--- src/sv/mts_pkg.sv ---
package mts_pkg;

  // Default configuration of the player.
  localparam int unsigned SongCountDef    = 7;
  localparam int unsigned NoteRomDepthDef = 32;

  // Number of songs held in the note table.
  localparam int unsigned BuiltinSongs = 6;

  // Timer clock and the resulting tone periods, rounded down.
  localparam int unsigned TimerHz = 1000000;
  localparam logic [15:0] PerC4 = 16'(TimerHz / 262);
  localparam logic [15:0] PerD4 = 16'(TimerHz / 294);
  localparam logic [15:0] PerE4 = 16'(TimerHz / 330);
  localparam logic [15:0] PerG4 = 16'(TimerHz / 392);
  localparam logic [15:0] PerA4 = 16'(TimerHz / 440);
  localparam logic [15:0] PerC5 = 16'(TimerHz / 523);
  localparam logic [15:0] PerE5 = 16'(TimerHz / 659);
  localparam logic [15:0] PerG5 = 16'(TimerHz / 784);
  localparam logic [15:0] PerA5 = 16'(TimerHz / 880);

  // Command codes of the input word.
  typedef enum logic [1:0] {
    CMD_TICK = 2'd0,
    CMD_PLAY = 2'd1,
    CMD_STOP = 2'd2
  } mts_cmd_e;

  // Input word.
  typedef struct packed {
    logic [1:0] command;
    logic [2:0] song_id;
  } mts_in_t;

  // Output word.
  typedef struct packed {
    logic [15:0] tone_period;
    logic [14:0] tone_compare;
    logic        playing;
  } mts_out_t;

  // One note table entry; a length of zero marks the end of a song.
  typedef struct packed {
    logic [15:0] period;
    logic [7:0]  length;
  } mts_note_t;

  // Note table. Entries past the last song read as end marks.
  function automatic mts_note_t note_rom_f(logic [4:0] idx);
    mts_note_t n;
    n = '0;
    case (idx)
      5'd0:  n = '{PerC4, 8'd1};
      5'd1:  n = '{PerE4, 8'd1};
      5'd2:  n = '{PerG4, 8'd1};
      5'd3:  n = '{PerC5, 8'd2};
      5'd5:  n = '{PerG4, 8'd1};
      5'd6:  n = '{PerC5, 8'd1};
      5'd8:  n = '{PerC5, 8'd1};
      5'd9:  n = '{PerE5, 8'd1};
      5'd10: n = '{PerG5, 8'd1};
      5'd12: n = '{PerG4, 8'd1};
      5'd13: n = '{PerE4, 8'd1};
      5'd14: n = '{PerC4, 8'd1};
      5'd16: n = '{PerA4, 8'd1};
      5'd17: n = '{16'd0, 8'd1};
      5'd18: n = '{PerA4, 8'd1};
      5'd19: n = '{16'd0, 8'd1};
      5'd20: n = '{PerA5, 8'd2};
      5'd22: n = '{PerE4, 8'd2};
      5'd23: n = '{PerD4, 8'd2};
      5'd24: n = '{PerC4, 8'd4};
      default: n = '0;
    endcase
    return n;
  endfunction

  // First table entry of each song.
  function automatic logic [4:0] song_start_f(logic [2:0] sid);
    logic [4:0] s;
    s = '0;
    case (sid)
      3'd2:    s = 5'd5;
      3'd3:    s = 5'd8;
      3'd4:    s = 5'd12;
      3'd5:    s = 5'd16;
      3'd6:    s = 5'd22;
      default: s = 5'd0;
    endcase
    return s;
  endfunction

endpackage

--- src/sv/mts_player.sv ---
module mts_player #(
  parameter int unsigned SONG_COUNT     = mts_pkg::SongCountDef,
  parameter int unsigned NOTE_ROM_DEPTH = mts_pkg::NoteRomDepthDef
) (
  input  logic             clk_i,
  input  logic             rst_ni,
  input  logic             en_i,
  input  mts_pkg::mts_in_t cmd_i,
  output mts_pkg::mts_out_t res_o
);
  import mts_pkg::*;

  logic        active_q,  active_d;
  logic [4:0]  ptr_q,     ptr_d;
  logic [7:0]  ticks_q,   ticks_d;
  logic [15:0] period_q,  period_d;

  logic [4:0]  start_tab [8];
  mts_note_t   note;
  logic [5:0]  ptr_inc;
  logic        ptr_wrap;
  logic        song_ok;

  // Song start points folded into the table depth at elaboration.
  for (genvar g = 0; g < 8; g++) begin : g_start
    localparam int unsigned StartMod = 32'(song_start_f(3'(g))) % NOTE_ROM_DEPTH;
    assign start_tab[g] = 5'(StartMod);
  end

  // Table read; an entry beyond the depth is an end mark.
  always_comb begin
    note = '0;
    if (32'(ptr_q) < NOTE_ROM_DEPTH) begin
      note = note_rom_f(ptr_q);
    end
  end

  // Pointer advance, wrapping at the table depth and at the pointer width.
  assign ptr_inc  = {1'b0, ptr_q} + 6'd1;
  assign ptr_wrap = (32'(ptr_inc) >= NOTE_ROM_DEPTH) || ptr_inc[5];

  assign song_ok = (cmd_i.song_id != 3'd0) && (32'(cmd_i.song_id) < SONG_COUNT) &&
                   (32'(cmd_i.song_id) <= BuiltinSongs);

  // Next state for one command word.
  always_comb begin
    active_d = active_q;
    ptr_d    = ptr_q;
    ticks_d  = ticks_q;
    period_d = period_q;
    case (cmd_i.command)
      CMD_PLAY: begin
        if (song_ok) begin
          active_d = 1'b1;
          ptr_d    = start_tab[cmd_i.song_id];
          ticks_d  = '0;
        end else begin
          active_d = 1'b0;
          ptr_d    = '0;
          ticks_d  = '0;
          period_d = '0;
        end
      end
      CMD_STOP: begin
        active_d = 1'b0;
        ptr_d    = '0;
        ticks_d  = '0;
        period_d = '0;
      end
      CMD_TICK: begin
        if (active_q) begin
          if (ticks_q != 8'd0) begin
            ticks_d = ticks_q - 8'd1;
          end else if (note.length == 8'd0) begin
            active_d = 1'b0;
            ptr_d    = '0;
            ticks_d  = '0;
            period_d = '0;
          end else begin
            period_d = note.period;
            ticks_d  = note.length - 8'd1;
            ptr_d    = ptr_wrap ? 5'd0 : ptr_inc[4:0];
          end
        end
      end
      default: begin
      end
    endcase
  end

  // The result reports the state after the update.
  assign res_o.tone_period  = period_d;
  assign res_o.tone_compare = period_d[15:1];
  assign res_o.playing      = active_d;

  // Player state.
  always_ff @(posedge clk_i or negedge rst_ni) begin
    if (!rst_ni) begin
      active_q <= 1'b0;
      ptr_q    <= '0;
      ticks_q  <= '0;
      period_q <= '0;
    end else if (en_i) begin
      active_q <= active_d;
      ptr_q    <= ptr_d;
      ticks_q  <= ticks_d;
      period_q <= period_d;
    end
  end

  // An idle player is always silent.
  a_idle_silent: assert property (@(posedge clk_i) disable iff (!rst_ni)
    !active_q |-> (period_q == 16'd0))
    else $error("idle player holds a tone period");

  // A countdown only runs while a song is active.
  a_count_active: assert property (@(posedge clk_i) disable iff (!rst_ni)
    (ticks_q != 8'd0) |-> active_q)
    else $error("countdown running while idle");

  // The note pointer never leaves the table.
  a_ptr_range: assert property (@(posedge clk_i) disable iff (!rst_ni)
    32'(ptr_q) < NOTE_ROM_DEPTH)
    else $error("note pointer beyond table depth");

  // State holds when no word is processed.
  a_hold: assert property (@(posedge clk_i) disable iff (!rst_ni)
    !en_i |=> $stable({active_q, ptr_q, ticks_q, period_q}))
    else $error("player state changed without a word");

endmodule

--- src/sv/melody_tone_sequencer.sv ---
// Channel | Direction | Handshake            | Word
// in      | input     | in_valid_i/in_stall_o   | mts_in_t  (command, song_id)
// out     | output    | out_valid_o/out_stall_i | mts_out_t (period, compare, playing)
//
// One word is accepted per cycle while in_stall_o is low; its result passes through
// the input register, then the player update into the output register.
// The player state is a single register set updated as a word moves to the output.
// Reset clears the player to idle and silent, and empties both registers.
// A stall on the output holds the output word; the input register keeps
// accepting until it too is full, so the input stalls one word later.
module melody_tone_sequencer #(
  parameter int unsigned SONG_COUNT     = mts_pkg::SongCountDef,
  parameter int unsigned NOTE_ROM_DEPTH = mts_pkg::NoteRomDepthDef
) (
  input  logic              clk_i,
  input  logic              rst_ni,
  input  logic              in_valid_i,
  output logic              in_stall_o,
  input  mts_pkg::mts_in_t  in_data_i,
  output logic              out_valid_o,
  input  logic              out_stall_i,
  output mts_pkg::mts_out_t out_data_o
);
  import mts_pkg::*;

  logic     in_valid_q, in_valid_d;
  mts_in_t  in_word_q;
  logic     out_valid_q, out_valid_d;
  mts_out_t out_word_q;
  mts_out_t res;
  logic     out_free;
  logic     advance;
  logic     in_take;

  // The output register can load when empty or being emptied.
  assign out_free   = !out_valid_q || !out_stall_i;
  assign advance    = in_valid_q && out_free;
  assign in_stall_o = in_valid_q && !out_free;
  assign in_take    = in_valid_i && !in_stall_o;

  assign in_valid_d  = in_take || (in_valid_q && !out_free);
  assign out_valid_d = advance || (out_valid_q && out_stall_i);

  // Player state and update logic.
  mts_player #(
    .SONG_COUNT     (SONG_COUNT),
    .NOTE_ROM_DEPTH (NOTE_ROM_DEPTH)
  ) u_player (
    .clk_i  (clk_i),
    .rst_ni (rst_ni),
    .en_i   (advance),
    .cmd_i  (in_word_q),
    .res_o  (res)
  );

  // Valid flags.
  always_ff @(posedge clk_i or negedge rst_ni) begin
    if (!rst_ni) begin
      in_valid_q  <= 1'b0;
      out_valid_q <= 1'b0;
    end else begin
      in_valid_q  <= in_valid_d;
      out_valid_q <= out_valid_d;
    end
  end

  // Payload registers.
  always_ff @(posedge clk_i) begin
    if (in_take) begin
      in_word_q <= in_data_i;
    end
    if (advance) begin
      out_word_q <= res;
    end
  end

  assign out_valid_o = out_valid_q;
  assign out_data_o  = out_word_q;

  // A word held in the input register stays until it moves on.
  a_in_hold: assert property (@(posedge clk_i) disable iff (!rst_ni)
    (in_valid_q && !out_free) |=> (in_valid_q && $stable(in_word_q)))
    else $error("input word lost while output stalled");

  // The output word only changes when a new word is loaded.
  a_out_load: assert property (@(posedge clk_i) disable iff (!rst_ni)
    (out_valid_q && out_stall_i && !advance) |=> $stable(out_word_q))
    else $error("output word changed without a load");

  // The input is never stalled while the output register has room.
  a_no_false_stall: assert property (@(posedge clk_i) disable iff (!rst_ni)
    out_free |-> !in_stall_o)
    else $error("input stalled with output free");

endmodule
--- config.mk ---
export PLATFORM = sky130hd
export DESIGN_NAME = melody_tone_sequencer
export DESIGN_NICKNAME = d
export VERILOG_FILES = /design/src/sv/mts_pkg.sv /design/src/sv/mts_player.sv /design/src/sv/melody_tone_sequencer.sv
export SDC_FILE = /design/constraint.sdc
export NUM_CORES = 1
export LEC_CHECK = 0
export BUFFER_PORTS_ARGS = -buffer_cell sky130_fd_sc_hd__buf_4
export CAP_MARGIN = 20
export CORE_MARGIN = 2
export CORE_UTILIZATION = 30
export CTS_CLUSTER_SIZE = 30
export DETAILED_ROUTE_END_ITERATION = 6
export PLACE_DENSITY = 0.5
export SYNTH_ARGS = -nofsm -noshare
export SYNTH_HDL_FRONTEND = slang
export SYNTH_HIERARCHICAL = 1
export SYNTH_SLANG_ARGS = --single-unit
--- constraint.sdc ---
create_clock -name clk_i -period 4.5 [get_ports clk_i]
set_input_delay 0.225 -clock clk_i [delete_from_list [all_inputs] [get_ports clk_i]]
set_output_delay 0.225 -clock clk_i [all_outputs]
set_load 0.005 [all_outputs]
[After elaboration in Yosys (flattened, before gate mapping)]
Memory sizes are Yosys's and may differ from the RTL's.
Index checks and enable logic that the tools add are counted.
Storage, ports and cells
  bits in read-only memories: 520
  flip-flop bits (word level): 69
  output and inout port bits: 34
  memories kept: 2
Memory list
  (name not given): words 32, bits a word 15, rd ports 1, clocked after memory_dff 0, wr ports 0, RTL line mts_pkg.sv:52  | case (idx)
  (name not given): words 8, bits a word 5, rd ports 1, clocked after memory_dff 0, wr ports 0, RTL line mts_player.sv:55  | ptr_d = start_tab[cmd_i.song_id];
Operators by class
  bitwise logic cells: 1
  reduce and logical (&&, ||, !) cells: 23
  mux-type cells: 22
  equal/unequal tests: 4
  magnitude comparators: 4
  add/subtract/negate cells: 3
Operators by type and width (number)
  $mux W16: 4
  $pmux W16 S3: 1
  $mux W5: 7
  $mux W8: 3
  $pmux W8 S2: 1
  $sub A8 B1 Y8 const B: 2
  $pmux W5 S3: 1
  $logic_not A8 Y1: 1
  $reduce_bool A8 Y1: 1
  $add A5 B1 Y6 const B: 1
  $ge A6 B6 Y1 const B: 1
  $logic_and A1 B1 Y1: 6
  $reduce_bool A3 Y1: 2
  $ge A4 B4 Y1 const B: 1
  $logic_not A1 Y1: 4
  $logic_or A1 B1 Y1: 4
  $mux W1: 4
  $not A3 Y4: 1
  $reduce_and A4 Y1: 1
  $le A3 B3 Y1 const B: 1
  $lt A3 B3 Y1 const B: 1
  $pmux W1 S3: 1
  $reduce_and A3 Y1: 1
  $eq A2 B1 Y1 const B: 1
  other kinds (6): 6

[Longest topological paths before layout]
Gate-level depths: netlist of the first run.
  depth after elaboration: 8
  gate-level depth with buffers: 13
  gate-level depth less buffers: 11

[By module]
The synthesis of the first run kept the hierarchy.
Modules (own cells, without submodules)
  mts_player: area each 2592.5 sq um, seq. area each 750.7 sq um, instances 1, cells an instance 307
  melody_tone_sequencer: area each 1203.7 sq um, seq. area each 1161.1 sq um, instances 1, cells an instance 45

[Worst setup path after synthesis of the first run]
OpenSTA, ideal clock, no wires.
  path type: register to register
  from: reg out_valid_q, in the netlist out_valid_o
  to: reg u_player.ptr_q[1]
  cell stages (with the launch flop): 4
  data arrival time: 4.405 ns
  required time: 4.373 ns
  buffers on the path: 0
  path slack: -0.031 ns
  path through: dfrtp_1 -> a21boi_0 -> a41oi_1 -> mux2_2
Between the ends
  longest elaborated chain between the ends: 4
Ends and longest elaborated chain
  start: declaration: RTL line melody_tone_sequencer.sv:28  | logic out_valid_q, out_valid_d;
  start signal: assignment: RTL line melody_tone_sequencer.sv:63  | out_valid_q <= out_valid_d;
  $logic_not A1 Y1: RTL line melody_tone_sequencer.sv:36  | assign out_free = !out_valid_q || !out_stall_i;
  $logic_or A1 B1 Y1: RTL line melody_tone_sequencer.sv:36
  $logic_and A1 B1 Y1: RTL line melody_tone_sequencer.sv:37  | assign advance = in_valid_q && out_free;
  named net advance: RTL line melody_tone_sequencer.sv:32  | logic advance;
  $reduce_and A4 Y1 (no line)
  end signal: assignment: RTL line mts_player.sv:105  | ptr_q <= ptr_d;
  end: declaration: RTL line mts_player.sv:14  | logic [4:0] ptr_q, ptr_d;
The timed path passes the listed nets, and every way through them passes these cells.
A chain may end at the register's enable or synchronous reset.

==> summary.txt, run 1 <==
Clock tree
  – CTS root buffer: clkbuf_16
  – CTS tree: yes
  – Reg clk slew, reported paths: approximately 0.06 ns
  – Later-pin clock latency in the skew report: 0.33 ns
  – Post-CTS Setup Bufs: 0
  – CTS sink cnt: 69
  – Clk buf depth: 2
  – Total CTS buffers: 9
  – Htree depth: 3

Layout
  – Most common cell after layout, fill and taps aside: buf_4
  – Design area: around 4500 sq um
  – Share of cells above drive strength 1: a little under a fifth
  – Commonest non-fill, non-tap cells in the layout: buf_4 (44), edfxtp_1 (37), dfrtp_1 (32)
  – # diodes: 0
  – Layout area overhead: 18.0%
  – Final Util: 35.9%
  – Filler Cell Count: approximately 1200
  – Nets: between 400 and 500

Detailed routing
  – Via count: around 2700
  – Via/cell ratio: 4.93
  – Initial drt markers: 203
  – Routed wire length: 7970 um
  – DRC Markers: 0
  – Routed Antenna Nets: 0
  – Drt first pass iters: 4
  – Routed len/inst: 14.4 um

Floorplan
  – DIE HEIGHT: between 100 and 150 um
  – Io pins: 43
  – Starting Density: 30.5%
  – Die extent in x: between 100 and 150 um
  – DIE AREA: 13600 sq um
  – # rows: 41
  – Std-Cell Core Area: 12500 sq um

Synth
  – FFs w/ async S/R, synth: 46.4%
  – Synth Flop Type: edfxtp_1
  – Netlist Area Pre-Place: approximately 3800 sq um
  – Register area share after synthesis: approximately 50%
  – Synth Area per Inst: between 10 and 15 sq um
  – Synth Warn #: 6
  – Synth area leader: edfxtp_1
  – Cells after Synth: 352
  – Post-synth EDFFs: 37
  – Synth top area share: 29.3%
  – Synthesis-stage register bit count: 69
  – Yosys cell types: 55
  – Synth top area cells: edfxtp_1 (29%), dfrtp_1 (21%), ha_1 (6.9%), o2bb2ai_1 (3.7%), buf_4 (3.2%)
  – Post-synth net total: 382

Power
  – Switch share: 37.5%
  – Clock power share: 27.3%
  – Maximum vdd drop: 0.210 mV
  – Int Power: around 1.7 mW
  – Comb power frac: 37.7%
  – Sequential share of power: 35.0%
  – Pwr dens: 593 nW/um^2
  – Net Sw Power: roughly 1000 uW
  – P_leak: 1.87 nW

Timing
  – Unrepaired setup endpoints after global routing: no
  – Setup Viol. Count Final: 0
  – Hold Slack: 0.0665 ns
  – Setup TNS: 0 ns
  – Final worst setup slack: 0.990 ns
  – Worst-margin pin slew: 0.917 ns
  – Tmin final: 3.51 ns
  – Fin. Hold Viols: 0
  – Fmax: 285 MHz
  – Worst slew margin: 38.9%
  – Max Slew Vio Count: 0
  – Crit share post-route: between 70 and 80%
  – Clock skew: 0.00787 ns

Global routing
  – Total grt overflow: 0
  – Largest net degree at the start of global routing: 39
  – Vias in the first global route: 2530
  – GRT Total Usage: 12.4%
  – First-pass GRT wire length: roughly 13000 um
  – Initial antenna violation count: 0

Worst setup path
  – Worst-path cell chain: inv_1, ha_1, nor4bb_1, a211oi_1, and2_1, ha_1, nand2b_1, nor3_2, o31ai_1, o2bb2ai_1
  – CP peak stage delay: 0.57 ns
  – CP most frequent cell: ha_1
  – FF-to-FF End: out_data_o[26]
  – Reg-to-reg setup timing slack: between 0.9 and 1 ns
  – R2R depth: 10
  – Worst Path Arrival: 3.68 ns
  – Crit Path Class: reg -> reg
  – Crit Path Max Fanout: 13
  – Crit start category: register
  – Crit-path slowest cell: dfrtp_1
  – CP Capture Type: register
  – Launch point of the worst reg-to-reg path: u_player/ptr_q[0]
  – Critical Path RT: 4.67 ns

Min path
  – Hold Crit Start: in_data_i[1]
  – Hold Path Class: in -> reg
  – WHS Path Cells: 1
  – Worst Hold End: in_word_q[1]

Run
  – Max Cap Violations: 0

Placement
  – DP Worst Slack: 0.978 ns
  – Port-buffer cells: 42
  – Placed Area: 4160 sq um
  – RePlAce Congestion: 0.820
  – DPL Wire Length: 5460 um

Outcome
  – Outcome: completed
-- cell usage after synthesis (all sizes together) (2+ instances only) --
cell     instances
o22ai            3
a31oi            4
and3             4
and2            11
nor2            18
nand2b          11
nand3b           4
mux2i            3
nand2           18
a211oi           2
a21o             3
nand4            3
nor4             3
dfrtp           32
a221oi           2
buf             24
nand3            9
nor3b            3
ha              21
a211o            3
mux2             2
nor3             7
a22oi            2
a22o             9
a21oi           19
xor2             2
clkbuf           9
o31ai            2
nor2b            8
edfxtp          37
o21ai           23
o2bb2ai         16
or3              4
o211ai           4
inv             16
-- routing by layer --
metal,vias to the layer above,track usage (%),routed length [um]
li1,1334,-,-
met5,-,0,0
met1,1284,16.9,3720
met4,0,6.11,182
met3,11,2.91,468
met2,92,18.4,3600
-- state kept, by name, summed over array words and instances, names as in the netlist --
signal             cells
u_player/ticks_q       8
in_valid_q             1
in_word_q              5
u_player/ptr_q         5
u_player/active_q      1
out_data_o            32
out_valid_o            1
u_player/period_q     16
-- layout make-up --
cell class / instances / area [sq um] / share of cell area, %
sequential: 69 / 1910 / 42.7
multi-input combinational: 234 / 1640 / 36.7
timing repair buffer: 45 / 340 / 7.60
clock buffer: 10 / 239 / 5.34
tap: 172 / 215 / 4.81
clock inverter: 6 / 68.8 / 1.54
inverter: 16 / 60.1 / 1.34
-- kinds of logic (layout without fill, tap and decap cells) --
logic type	after synthesis	after routing	share of synthesized area (%)
AND/OR/NAND/NOR	106	106	15.8
AO/OA/AOI/OAI	99	99	17.8
flip-flops	69	69	50.4
buffers and inverters	49	77	6.66
adder cells (fa/ha/maj)	21	21	6.92
multiplexers	6	6	1.98
XOR/XNOR	2	2	0.462
-- worst max-delay path by stage --
stage	slack [ns]	cells past startpoint	start	end
after CTS	0.96	10	u_player/ptr_q[0]	out_data_o[26]
after detailed placement	0.98	10	u_player/ptr_q[0]	out_data_o[26]
after global routing	0.54	10	u_player/ptr_q[0]	out_data_o[26]
after global placement	1.17	10	u_player/ptr_q[0]	out_data_o[19]
final	0.99	10	u_player/ptr_q[0]	out_data_o[26]
after floorplan	1.12	3	out_valid_o	u_player/ptr_q[1]
-- metrics by stage --
step                      power (mW)  instances
after floorplan                 1.68        352
after global placement          1.94        535
after detailed placement        1.93        535
after CTS                       2.67        552
after global routing            2.84        552
final                           2.65        552
-- critical path: cells and delay by family (launching register included) --
family          cells  cell delay [ns]
flops               1             0.57
buf+inv             1             0.24
compound gates      3             0.60
fa+ha+maj           2             0.75
simple gates        4             1.19
-- power by group through the flow --
| stage | clock [mW] | combinational, mW | sequential [mW] |
|---|---|---|---|
| finish | 0.725 | 1.00 | 0.928 |
| global route | 0.772 | 1.12 | 0.949 |
| CTS | 0.745 | 1.00 | 0.928 |
| detailed placement | 0 | 0.991 | 0.939 |
| global placement | 0 | 1.01 | 0.937 |
| floorplan | 0 | 0.818 | 0.867 |
-- what timing repair did --
action                    CTS  global route
hold buffers                1             0
gates resized for setup     0             0
hold endpoints to repair   32             0
No activity file was read; power rests on OpenSTA's default activity.
==> inputs of run 2 (changes only) <==
- PLACE_DENSITY: 0.5 -> 0.49
- clock period: 4.5 -> 3.7 ns (I/O delays scaled with it)
==> run 2 against run 1 <==
Routed wire length is 4.4% higher. Highest routed layer unchanged. Non-clock buffer count up 6. Total power increased by 24%. Global-route usage grew 0.36 points. Critical path depth unchanged. Critical endpoint is now out_data_o[19]. Core utilization up 0.36 points. Cell area is 1.0% higher. Largest cell class unchanged. Setup slack worse by 0.50 ns. First-iteration DRC count up 2.5%. Sequential power is 16% higher. Clock-buffer cell count fell by 1.
==> summary.txt, run 2 (synthesis gave the netlist of run 1 again) <==
Outcome
  – Outcome: completed

Global routing
  – Largest net degree at the start of global routing: 33
  – Vias in the first global route: 2585
  – First-pass GRT wire length: 13300 um
  – GRT Total Usage: around 13%
  – Initial antenna violation count: 0
  – Total grt overflow: 0

Floorplan
  – Die extent in x: 116 um
  – Std-Cell Core Area: around 12000 sq um
  – DIE AREA: 13600 sq um
  – Starting Density: 30.5%
  – DIE HEIGHT: 116 um
  – # rows: 41
  – Io pins: 43

Timing
  – Max Slew Vio Count: 0
  – Setup TNS: 0 ns
  – Crit share post-route: just under 90%
  – Tmin final: 3.21 ns
  – Fmax: 312 MHz
  – Worst-margin pin slew: 0.795 ns
  – Fin. Hold Viols: 0
  – Clock skew: 0.0107 ns
  – Setup Viol. Count Final: 0
  – Unrepaired setup endpoints after global routing: no
  – Worst slew margin: roughly 47%

Worst setup path
  – CP most frequent cell: ha_1
  – Crit-path slowest cell: dfrtp_1
  – Crit Path Class: reg -> reg
  – CP Capture Type: register
  – R2R depth: 10
  – Crit Path Max Fanout: 13
  – Buffers and inverters on the worst path: 1
  – Crit start category: register
  – Worst Path Arrival: 3.38 ns
  – Critical Path RT: 3.87 ns
  – CP peak stage delay: 0.58 ns
  – Worst-path cell chain: inv_1, ha_1, nor4bb_1, a211oi_1, and2_1, ha_1, nand2b_1, nor3_2, o31ai_1, o2bb2ai_1
  – WP depth: 10
  – CP top delay family: simple AND/OR/NAND/NOR gates

Placement
  – Port-buffer cells: 42
  – DPL Wire Length: just under 6000 um
  – RePlAce Congestion: 0.860
  – Placed cells: 541

Clock tree
  – Post-CTS Setup Bufs: 0
  – PostCTS Resize Cnt: 0
  – # hold bufs at CTS: 1
  – Reg clk slew, reported paths: 0.06 ns
  – Clk buf depth: 2
  – Later-pin clock latency in the skew report: 0.33 ns
  – Htree depth: 3
  – CTS sink cnt: 69
  – Total CTS buffers: 9
  – CTS tree: yes
  – CTS root buffer: clkbuf_16

Detailed routing
  – Routed Antenna Nets: 0
  – Via/cell ratio: around 5
  – Via count: roughly 2700
  – Routed len/inst: 14.9 um
  – Routed wire length: 8320 um
  – DRC Markers: 0
  – Drt first pass iters: 4
  – Initial drt markers: 208

Power
  – Net Sw Power: 1.25 mW
  – Pwr dens: 727 nW/um^2
  – Comb power frac: 40.6%
  – Sequential share of power: 32.8%
  – Int Power: 2.04 mW
  – Clock power share: 26.6%
  – Switch share: 38.0%
  – P_leak: 1.90 nW
  – Maximum vdd drop: 0.210 mV

Layout
  – Non-filler cells in the finished layout: between 500 and 600
  – Most common cell after layout, fill and taps aside: buf_4
  – Share of cells above drive strength 1: between 15 and 20%
  – Max FFs per register: 32
  – Layout area overhead: 19.1%
  – # diodes: 0
  – Commonest non-fill, non-tap cells in the layout: buf_4 (50), edfxtp_1 (37), dfrtp_1 (32)
  – Nets: just over 400

Run
  – Max Cap Violations: 0

Min path
  – WHS Path Cells: 1
  – Hold Path Class: in -> reg
## run 2: cell count changes in the layout (fill, tap and decap cells not counted)
cell,before,now
buf_4,44,50
clkbuf_8,1,0
clkinv_2,1,0
clkinv_4,1,2
clkinvlp_4,1,2
inv_6,2,1
inv_8,0,1
## run 2: per-layer routing
metal,vias up,share of wire (%),global-route usage [%]
li1,1339,-,-
met1,1328,48,17.8
met2,59,47,19.6
met3,11,3.5,2.91
met4,0,1.1,4.21
met5,-,0,0
## run 2: area by class of cell
cell class / instances / area, sq um
clock inverters: 7 / 82.6
multi-input cells: 234 / 1640
repair buffers: 51 / 385
flip-flops and latches: 69 / 1910
fillers: 1227 / 7940
inverters: 16 / 60.1
well taps: 172 / 215
clock buffers: 9 / 225
## run 2: power groups by stage
stage / combinational [mW] / sequential [mW] / clock (mW)
final: 1.34 / 1.08 / 0.875
after global placement: 1.32 / 1.09 / 0
after detailed placement: 1.32 / 1.09 / 0
after floorplan: 0.995 / 1.05 / 0
after CTS: 1.33 / 1.08 / 0.894
after global routing: 1.48 / 1.10 / 0.931
## run 2: stage by stage
stage / hold WS [ns] / util [%] / setup WS, ns / power [mW] / cell area, sq um
finish: 0.0294 / 36.3 / 0.493 / 3.29 / 4520
CTS: 0.0138 / 36.3 / 0.548 / 3.30 / 4520
global placement: 0.164 / 33.7 / 0.659 / 2.41 / 4210
floorplan: -0.111 / - / 0.318 / 2.05 / 3800
global route: 0.0113 / 36.3 / 0.169 / 3.51 / 4520
detailed placement: 0.170 / 33.7 / 0.564 / 2.41 / 4210
## run 2: path summary, 6_finish.rpt
check                                      start               endpoint  slack (ns)
min in group asynchronous                 rst_ni    u_player/ticks_q[6]        0.34
max                            u_player/ptr_q[0]         out_data_o[19]        0.49
max in group asynchronous                 rst_ni   u_player/period_q[2]        3.04
min                                 in_data_i[3]           in_word_q[3]        0.03
max reg2reg                    u_player/ptr_q[0]         out_data_o[19]        0.49
min reg2reg                u_player/period_q[14]  u_player/period_q[14]        0.48
==> inputs of run 3 (changes only) <==
- ABC_AREA: not set -> 1
- PLACE_DENSITY: 0.49 -> 0.48
==> run 3 against run 2 <==
First-iteration DRC count is 0.96% lower. Clock-buffer cell count is 1 higher. Final cell count is 18% higher. Largest power group unchanged.
==> summary.txt, run 3 <==
Outcome
  – Outcome: completed

Synth
  – Yosys cell types: 42
  – Synth area leader: edfxtp_1
  – Post-synth EDFFs: 37
  – FFs w/ async S/R, synth: between 40% and 50%
  – Cells after Synth: 454
  – Post-synth net total: around 480
  – Netlist Area Pre-Place: between 3000 and 4000 sq um
  – Synth Area per Inst: 8.69 sq um
  – Register area share after synthesis: 48.5%
  – Synth Warn #: 6
  – Synth top area share: ~28%
  – Synth Flop Type: edfxtp_1
  – Synth top area cells: edfxtp_1 (28%), dfrtp_1 (20%), nand2_1 (14%), ha_1 (6.7%), inv_1 (4.8%)
  – Synth top cells by count: nand2_1 (142), inv_1 (50), edfxtp_1 (37), dfrtp_1 (32), nor2_1 (29)
  – Most frequent cell after synthesis: nand2_1
  – Synthesis-stage register bit count: 69

Worst setup path
  – Critical Path RT: 3.84 ns
  – Crit start category: register
  – Worst Path Arrival: 3.09 ns
  – CP Capture Type: register
  – Crit Path Max Fanout: 10
  – Crit Path Class: reg -> reg

Timing
  – Max Slew Vio Count: 0
  – Unrepaired setup endpoints after global routing: no
  – Fin. Hold Viols: 0
  – Tmin final: 2.95 ns
  – Fmax: 339 MHz
  – Crit share post-route: 79.7%
  – Setup Viol. Count Final: 0
  – Worst slew margin: 63.3%
  – Clock skew: 0.00765 ns
  – Worst-margin pin slew: roughly 0.55 ns
  – Setup TNS: 0 ns

Global routing
  – Initial antenna violation count: 0
  – Vias in the first global route: 2849
  – First-pass GRT wire length: 14200 um
  – Total grt overflow: 0
  – GRT Total Usage: 12.8%
  – Largest net degree at the start of global routing: 45

Layout
  – Area of the multi-input gates: between 1500 and 2000 sq um
  – Share of cells above drive strength 1: between 10% and 20%
  – Final Util: between 30% and 40%
  – # diodes: 0
  – Commonest non-fill, non-tap cells in the layout: nand2_1 (142), inv_1 (50), buf_4 (43)
  – Max FFs per register: 32
  – Layout area overhead: 17.9%
  – Most common cell after layout, fill and taps aside: nand2_1
  – Nets: between 500 and 600
  – Reg area: approximately 1900 sq um
  – Filler Cell Count: 1328

Detailed routing
  – Via count: 2962
  – Routed len/inst: 12.5 um
  – Drt first pass iters: 5
  – DRC Markers: 0
  – Via/cell ratio: 4.49
  – Routed Antenna Nets: 0
  – Initial drt markers: 206
  – Routed wire length: 8260 um

Clock tree
  – PostCTS Resize Cnt: 0
  – Later-pin clock latency in the skew report: between 0.3 and 0.4 ns
  – Htree depth: 3
  – Clk buf depth: 2
  – Total CTS buffers: 9
  – CTS sink cnt: roughly 70
  – CTS root buffer: clkbuf_16
  – Reg clk slew, reported paths: ~0.06 ns
  – CTS tree: yes

Placement
  – Port-buffer cells: 42
  – DPL Wire Length: 5970 um
  – RePlAce Congestion: 0.850

Power
  – Maximum vdd drop: 0.284 mV
  – P_leak: roughly 2.3 nW
  – Pwr dens: 736 nW/um^2

Floorplan
  – Die extent in x: 119 um
  – DIE HEIGHT: 119 um
  – DIE AREA: about 14000 sq um
  – # rows: 41
  – Starting Density: 31.0%
  – Io pins: 43
  – Std-Cell Core Area: between 10000 and 15000 sq um

Min path
  – Hold Path Class: in -> reg

Run
  – Max Cap Violations: 0
run 3: changes by cell type in the layout (fill, tap and decap cells not counted), moves of 4 or more:
| cell | before | now |
|---|---|---|
| a22o_1 | 9 | 0 |
| and3_1 | 4 | 0 |
| and2_1 | 11 | 0 |
| a21oi_1 | 19 | 15 |
| nand3_1 | 8 | 21 |
| nor2b_1 | 8 | 0 |
| nand2_1 | 17 | 142 |
| inv_1 | 16 | 50 |
| o2bb2ai_1 | 16 | 0 |
| nor2_1 | 18 | 29 |
| buf_4 | 50 | 43 |
| nand2b_1 | 11 | 0 |
| inv_2 | 0 | 5 |
| or3_1 | 4 | 0 |
run 3: final timing paths:
kind	startpoint	end	slack [ns]	depth (start not counted)
min in group asynchronous	rst_ni	u_player/ticks_q[7]	0.33	2
hold / removal	in_data_i[0]	in_word_q[0]	0.02	1
max in group asynchronous	rst_ni	u_player/period_q[11]	3.05	2
setup reg to reg	u_player/ptr_q[0]	out_data_o[18]	0.75	11
hold reg to reg	u_player/period_q[12]	u_player/period_q[12]	0.47	2
setup / recovery	u_player/ptr_q[0]	out_data_o[18]	0.75	11
run 3: layer usage:
layer	vias up	track usage, %	routed length [um]
li1	1512	-	-
met1	1361	16.7	3990
met2	79	19.9	3690
met3	10	3.67	441
met4	0	5.06	132
met5	-	0	0
run 3: cell type report:
class,count,area share [%]
clock inverters,6,2.02
inverters,57,4.71
repair buffers,44,7.15
well taps,172,4.63
multi-input cells,302,35.3
flip-flops and latches,69,41.1
clock buffers,10,5.14
run 3: critical path, stage by stage (launching register included):
cell and delay [ns]:
dfrtp_1 0.49, inv_1 0.21, ha_1 0.40, inv_1 0.09
nand2_1 0.12, nand2_1 0.09, o21ai_1 0.26, nor2_2 0.10
ha_1 0.30, nor2_8 0.22, nand4_1 0.19, o21ai_0 0.29
run 3: repair_timing:
action                                 in CTS  in global routing
hold buffers                                1                  0
endpoints found under the hold margin      32                  0
setup buffers                               0                  0
run 3: cell families after synthesis:
kind of cell	synth area share [%]
AND/OR/NAND/NOR	23.9
buffers and inverters	10.2
flip-flops	48.5
AO/OA/AOI/OAI	10.1
adder cells (fa/ha/maj)	6.66
XOR/XNOR	0.666
run 3: where the power goes:
| part | internal (mW) | total (mW) | switching [mW] |
|---|---|---|---|
| combinational | 0.462 | 1.39 | 0.924 |
| sequential | 0.941 | 1.09 | 0.146 |
| clock | 0.613 | 0.954 | 0.341 |
| total | 2.02 | 3.43 | 1.41 |
run 3: per-stage QoR:
step	total power [mW]	hold WS, ns	setup slack (ns)	area, sq um	cells
detailed placement	2.49	0.169	0.793	4310	643
finish	3.43	0.0190	0.753	4650	660
global placement	2.51	0.170	0.959	4310	643
floorplan	2.17	-0.111	0.150	3950	454
CTS	3.46	0.00300	0.767	4650	660
global route	3.72	0.00490	0.368	4650	660
